==> src/hdl/fmc_pkg.sv <==
// Shared constants, types and the CRC-32 byte step for the framed message checker.
`timescale 1ns / 1ps

package fmc_pkg;

   localparam int HeaderBytes = 32;
   localparam int HdrIdxWidth = $clog2(HeaderBytes);
   localparam int CrcSpan     = 28;
   localparam int CountWidth  = 17;

   localparam logic [CountWidth-1:0] CountMax = '1;
   localparam logic [31:0]           CrcInit  = 32'hFFFF_FFFF;
   localparam logic [31:0]           CrcPoly  = 32'hEDB8_8320;

   // Status codes carried on the result channel.
   localparam logic [3:0] STATUS_OK          = 4'd0;
   localparam logic [3:0] STATUS_SHORT       = 4'd1;
   localparam logic [3:0] STATUS_MAGIC       = 4'd2;
   localparam logic [3:0] STATUS_VERSION     = 4'd3;
   localparam logic [3:0] STATUS_HEADER_SIZE = 4'd4;
   localparam logic [3:0] STATUS_TOO_LARGE   = 4'd5;
   localparam logic [3:0] STATUS_LENGTH      = 4'd6;
   localparam logic [3:0] STATUS_HEADER_CRC  = 4'd7;
   localparam logic [3:0] STATUS_PAYLOAD_CRC = 4'd8;
   localparam logic [3:0] STATUS_TYPE        = 4'd9;

   // Configuration register indexes.
   localparam logic [1:0] CSR_MAGIC     = 2'd0;
   localparam logic [1:0] CSR_VERSION   = 2'd1;
   localparam logic [1:0] CSR_LIMIT     = 2'd2;
   localparam logic [1:0] CSR_TYPE_MASK = 2'd3;

   typedef logic [HeaderBytes-1:0][7:0] header_type;

   typedef struct packed {
      logic [31:0] magic;
      logic [7:0]  version;
      logic [15:0] payload_limit;
      logic [15:0] type_mask;
   } cfg_type;

   typedef struct packed {
      logic [3:0]  status;
      logic [15:0] message_type;
      logic [15:0] message_flags;
      logic [31:0] lease_number;
      logic [31:0] sequence_number;
      logic [31:0] acked_sequence;
      logic [15:0] body_length;
   } result_type;

   // Reflected CRC-32 update over one byte, one polynomial step per bit.
   function automatic logic [31:0] crc_byte(input logic [31:0] crc, input logic [7:0] data);
      logic [31:0] c;
      c = crc ^ {24'd0, data};
      for (int i = 0; i < 8; i++) begin
         c = (c >> 1) ^ (CrcPoly & {32{c[0]}});
      end
      return c;
   endfunction

endpackage

==> src/hdl/fmc_check.sv <==
// Frame verdict logic: ordered header and CRC checks and the result fields.
`timescale 1ns / 1ps

module fmc_check (
   input  fmc_pkg::header_type              header,
   input  logic [fmc_pkg::CountWidth-1:0]   byte_count,
   input  logic [31:0]                      header_crc,
   input  logic [31:0]                      payload_crc,
   input  fmc_pkg::cfg_type                 cfg,
   output fmc_pkg::result_type              result
);
   import fmc_pkg::*;

   logic [31:0]           magic_word;
   logic [15:0]           body;
   logic [15:0]           msg_type;
   logic [31:0]           crc_field_header;
   logic [31:0]           crc_field_payload;
   logic [CountWidth-1:0] expected_len;
   logic [3:0]            status;

   assign magic_word        = {header[3], header[2], header[1], header[0]};
   assign body              = {header[11], header[10]};
   assign msg_type          = {header[7], header[6]};
   assign crc_field_header  = {header[31], header[30], header[29], header[28]};
   assign crc_field_payload = {header[27], header[26], header[25], header[24]};
   assign expected_len      = CountWidth'(HeaderBytes) + {{(CountWidth-16){1'b0}}, body};

   // The first failing check decides the status.
   always_comb begin
      priority if (byte_count < CountWidth'(HeaderBytes)) begin
         status = STATUS_SHORT;
      end else if (magic_word != cfg.magic) begin
         status = STATUS_MAGIC;
      end else if (header[4] != cfg.version) begin
         status = STATUS_VERSION;
      end else if (header[5] != 8'(HeaderBytes)) begin
         status = STATUS_HEADER_SIZE;
      end else if (body > cfg.payload_limit) begin
         status = STATUS_TOO_LARGE;
      end else if (byte_count != expected_len) begin
         status = STATUS_LENGTH;
      end else if (crc_field_header != header_crc) begin
         status = STATUS_HEADER_CRC;
      end else if (crc_field_payload != ~payload_crc) begin
         status = STATUS_PAYLOAD_CRC;
      end else if ((msg_type > 16'd15) || !cfg.type_mask[msg_type[3:0]]) begin
         status = STATUS_TYPE;
      end else begin
         status = STATUS_OK;
      end
   end

   always_comb begin
      result        = '0;
      result.status = status;
      if (status == STATUS_OK) begin
         result.message_type    = msg_type;
         result.message_flags   = {header[9], header[8]};
         result.lease_number    = {header[15], header[14], header[13], header[12]};
         result.sequence_number = {header[19], header[18], header[17], header[16]};
         result.acked_sequence  = {header[23], header[22], header[21], header[20]};
         result.body_length     = body;
      end
   end

endmodule

==> config.mk <==
export PLATFORM = sky130hd
export DESIGN_NAME = fmc_check
export DESIGN_NICKNAME = d
export VERILOG_FILES = /design/src/hdl/fmc_pkg.sv /design/src/hdl/fmc_check.sv
export SDC_FILE = /design/constraint.sdc
export NUM_CORES = 1
export LEC_CHECK = 0
export BUFFER_PORTS_ARGS = -buffer_cell sky130_fd_sc_hd__buf_2
export CAP_MARGIN = 20
export CELL_PAD_IN_SITES_DETAIL_PLACEMENT = 1
export CELL_PAD_IN_SITES_GLOBAL_PLACEMENT = 1
export CORE_AREA = 3 3 214 216
export DETAILED_ROUTE_END_ITERATION = 12
export DIE_AREA = 0 0 217 219
export PLACE_DENSITY_LB_ADDON = 0.1
export SLEW_MARGIN = 20
export SYNTH_ARGS = -nofsm -noshare
export SYNTH_HDL_FRONTEND = slang
export SYNTH_SLANG_ARGS = --single-unit
==> constraint.sdc <==
create_clock -name vclk -period 6.3
set_input_delay 0.315 -clock vclk [all_inputs]
set_output_delay 0.315 -clock vclk [all_outputs]
set_load 0.005 [all_outputs]
### After elaboration in Yosys (flattened, before gate mapping)

Index checks and enable logic that the tools add are counted.

| storage, ports and cells | value |
|---|---|
| input port bits | 409 |
| output and inout bits | 148 |
| logic and storage cells | 27 |
| register bits after elaboration | 0 |

| operators by class | value |
|---|---|
| order comparisons | 4 |
| equality and inequality tests | 6 |
| bitwise logic cells | 1 |
| add/sub/neg operators | 1 |
| muxes and demuxes | 12 |
| reduce and logical (&&, ||, !) cells | 3 |

Operators by type and width:

| operator | count |
|---|---|
| $mux 144 | 1 |
| $ne 32x32->1 | 3 |
| $mux 4 | 9 |
| $not 32->32 | 1 |
| $add 6x16->17 const A | 1 |
| $lt 17x6->1 const B | 1 |
| $ne 17x17->1 | 1 |
| $gt 16x16->1 | 1 |
| $gt 16x4->1 const B | 1 |
| $ne 8x6->1 const B | 1 |
| $ne 8x8->1 | 1 |
| $lt 4x5->1 const B | 1 |
| $bmux 1 s4 | 1 |
| $logic_not 4->1 | 1 |
| $logic_not 1->1 | 1 |
| $logic_or 1x1->1 | 1 |
| $mux 1 | 1 |

### Longest topological paths before layout

| logic depth | value |
|---|---|
| depth in word-level cells | 15 |
| gate-level depth with buffers | 11 |
| mapped depth without buffers | 9 |

### Worst setup path before layout

Ideal clock, no wire load.

| timing path | value |
|---|---|
| kind | in2out |
| start point | input port header[89] (netlist name) |
| end point | output port result[100] (netlist name) |
| stages on the path | 9 |
| buffers on the path | 2 |
| slack | 3.449 ns |
| arrival | 2.536 ns |
| data required time | 5.985 ns |
| cells stage by stage | nand3_2 > o21a_1 > or4b_4 > a2111oi_4 > nand4b_2 > nor4_4 > buf_6 > buf_8 > and3_1 |

RTL lines:

| item | RTL line | source |
|---|---|---|
| start: declaration | fmc_check.sv:5 | `input fmc_pkg::header_type header,` |
| end: declaration | fmc_check.sv:10 | `output fmc_pkg::result_type result` |

==> summary.txt <==
Finish
  • Most frequent cells in the layout: 545 x buf_2, 135 x and3_1, 65 x xnor2_1
  • Fillers: 5506
  • Final Util: 15.2%
  • Seq cells: 0
  • Clock Buffer Count: 0
  • Final nets: 1423
  • Fraction of layout instances using a drive strength above 1: 56.3%
  • Reg area: 0 sq um
  • Commonest non-fill, non-tap cell in the layout: buf_2
  • Area grow syn2layout: 95.3%

Detailed routing
  • Vias per cell: 3.56
  • Post-route DRC: 0
  • DR vias: 5647
  • TritonRoute pass-1 iters: 4
  • Drt first-iter violations: 169
  • WL final: 30800 um
  • DRT antenna net count: 0
  • Post-detailed-route wirelength per cell: 19.4 um

Run
  • Max-Cap Viols: 0

Critical path
  • Crit path kind: in2out
  • Cell mode on critical path: buf_2
  • Crit-path slowest cell: or4b_4
  • Critical Path End Type: output port
  • CP Buf/Inv Count: 3
  • Worst path max stage delay: 530 ps
  • CP top delay family: simple AND/OR/NAND/NOR gates
  • Critical Path Fanout Max: 66
  • WP data required: 5980 ps
  • Startpoint types: primary input
  • CP arrival: 3320 ps
  • CP Cell Sequence: buf_2 -> nand3_2 -> o21a_1 -> or4b_4 -> a2111oi_4 -> nand4b_2 -> nor4_4 -> buf_4 -> and3_1 -> buf_2

Timing
  • Peak Freq: 0.275 GHz
  • Worst setup slack after layout: 2660 ps
  • Final number of setup-violating endpoints: 0
  • Period Utilization, post-route: 57.7%
  • Final Max Slew Viols: 0
  • Final Hold Vio Count: 0
  • Shortest period the worst path allows: 3640 ps
  • Sum of negative setup slack: 0 ps
  • RSZ-0062 raised after global routing: false
  • Relative slew margins: 51.4%
  • Worst Max-Slew Pin Slew: 728 ps

Min path
  • Worst hold stages: 3
  • Worst Hold End: result[118]
  • Hold Startpoint: header[70]
  • HP Class: in2out

Global routing
  • Gr ovfl total: 0
  • Total global-route track usage: 11.8%
  • Vias in the first global route: 6224
  • Largest net degree at the start of global routing: 111
  • First-pass GRT wire length: 41800 um
  • Initial antenna violation count: 13

Die
  • Row Count: 77
  • Die area: 47500 sq um
  • Die Width: 217 um
  • Vert. Die Dim: 219 um
  • Core Area: 44100 sq um
  • Initial Util: 7.79%
  • Top Ports: 557

Run status
  • Status: finished clean

Power
  • Pleak: 4.09 nW
  • Max VDD drop: 0.0000152 V
  • Design Power: 290 uW
  • P per Cell Area: 43.1 nW/um^2

Place
  • DP Worst Slack: 2530 ps
  • Final Wtd Congestion: 0.781
  • Hpwl dp: 27900 um
  • Port bufs: 545

Logic synthesis
  • Synth cell types: 47
  • Synth warn: 0
  • Post-Syn Area per Cell: 7.22 sq um
  • Cell count after synthesis: 476
  • Register area share after synthesis: 0%
  • Cell Area, Synth: 3440 sq um

Clocking
  • Post-CTS sizing: 0
  • Post-CTS Setup Inserts: 0
  • Hold Buf Count CTS: 0
per-stage QoR:
stage	cell area, sq um	hold WS [ps]	instances
after floorplan	3480	762	487
after global placement	6710	924	1587
after detailed placement	6710	925	1587
after CTS	6710	926	1587
after global routing	6710	932	1587
final	6710	923	1588
logic make-up (layout without fill, tap and decap cells):
logic type,Yosys count,after routing,share of synthesized area (%)
buf+inv,60,568,10.4
fa+ha+maj,17,17,6.19
simple gates,241,241,43.4
other cells,1,13,0.109
xor+xnor,119,119,30.3
compound gates,33,33,7.39
mux,5,5,2.18
layer usage:
layer	GRT usage (%)	routed length, um
met1	11.5	10300
met2	24.3	16700
met3	3.45	2910
met4	2.26	853
met5	0	21
how the worst max path moves through the flow:
stage | depth (start not counted) | from | endpoint | slack (ps)
final | 10 | header[85] | result[91] | 2660
after global routing | 9 | header[48] | result[94] | 2320
after CTS | 9 | header[48] | result[91] | 2520
after detailed placement | 9 | header[48] | result[91] | 2530
after global placement | 9 | header[48] | result[93] | 2570
after floorplan | 9 | header[89] | result[100] | 3450
power breakdown:
group          internal (mW)  switching (mW)  leakage, nW
Sequential                 0               0            0
Combinational          0.159           0.131         4.09
Clock                      0               0   0.00000327
Total                  0.159           0.131         4.09
cell usage after synthesis, types with 2 or more instances:
| cell | count | area [sq um] |
|---|---|---|
| nor2b_1 | 5 | 31.3 |
| nand2b_1 | 3 | 18.8 |
| nor3b_1 | 2 | 15.0 |
| clkbuf_1 | 21 | 78.8 |
| or4_1 | 2 | 15.0 |
| buf_8 | 7 | 105 |
| ha_1 | 17 | 213 |
| a21oi_1 | 7 | 35.0 |
| xor2_1 | 54 | 473 |
| o211ai_1 | 3 | 22.5 |
| and3_1 | 135 | 845 |
| mux4_2 | 2 | 45.0 |
| nand3b_1 | 2 | 15.0 |
| nand4_1 | 18 | 113 |
| o21bai_1 | 2 | 15.0 |
| a2111oi_0 | 2 | 17.5 |
| mux2i_1 | 3 | 30.0 |
| nor3_1 | 6 | 30.0 |
| nand2_1 | 10 | 37.5 |
| o21ai_0 | 3 | 15.0 |
| nor4b_1 | 2 | 17.5 |
| buf_4 | 12 | 90.1 |
| xnor2_1 | 65 | 569 |
| inv_1 | 19 | 71.3 |
| nor4_1 | 30 | 188 |
| a21o_1 | 5 | 37.5 |
| o21a_1 | 2 | 15.0 |
| nor2_1 | 7 | 26.3 |
| nand3_1 | 12 | 60.1 |
area by class of cell:
class	count	area, sq um	area share (%)
repair buffers	549	2770	41.3
multi-input cells	427	3130	46.6
diodes	1	2.50	0.0373
well taps	592	741	11.0
inverters	19	71.3	1.06
No activity file was read; power rests on OpenSTA's default activity.
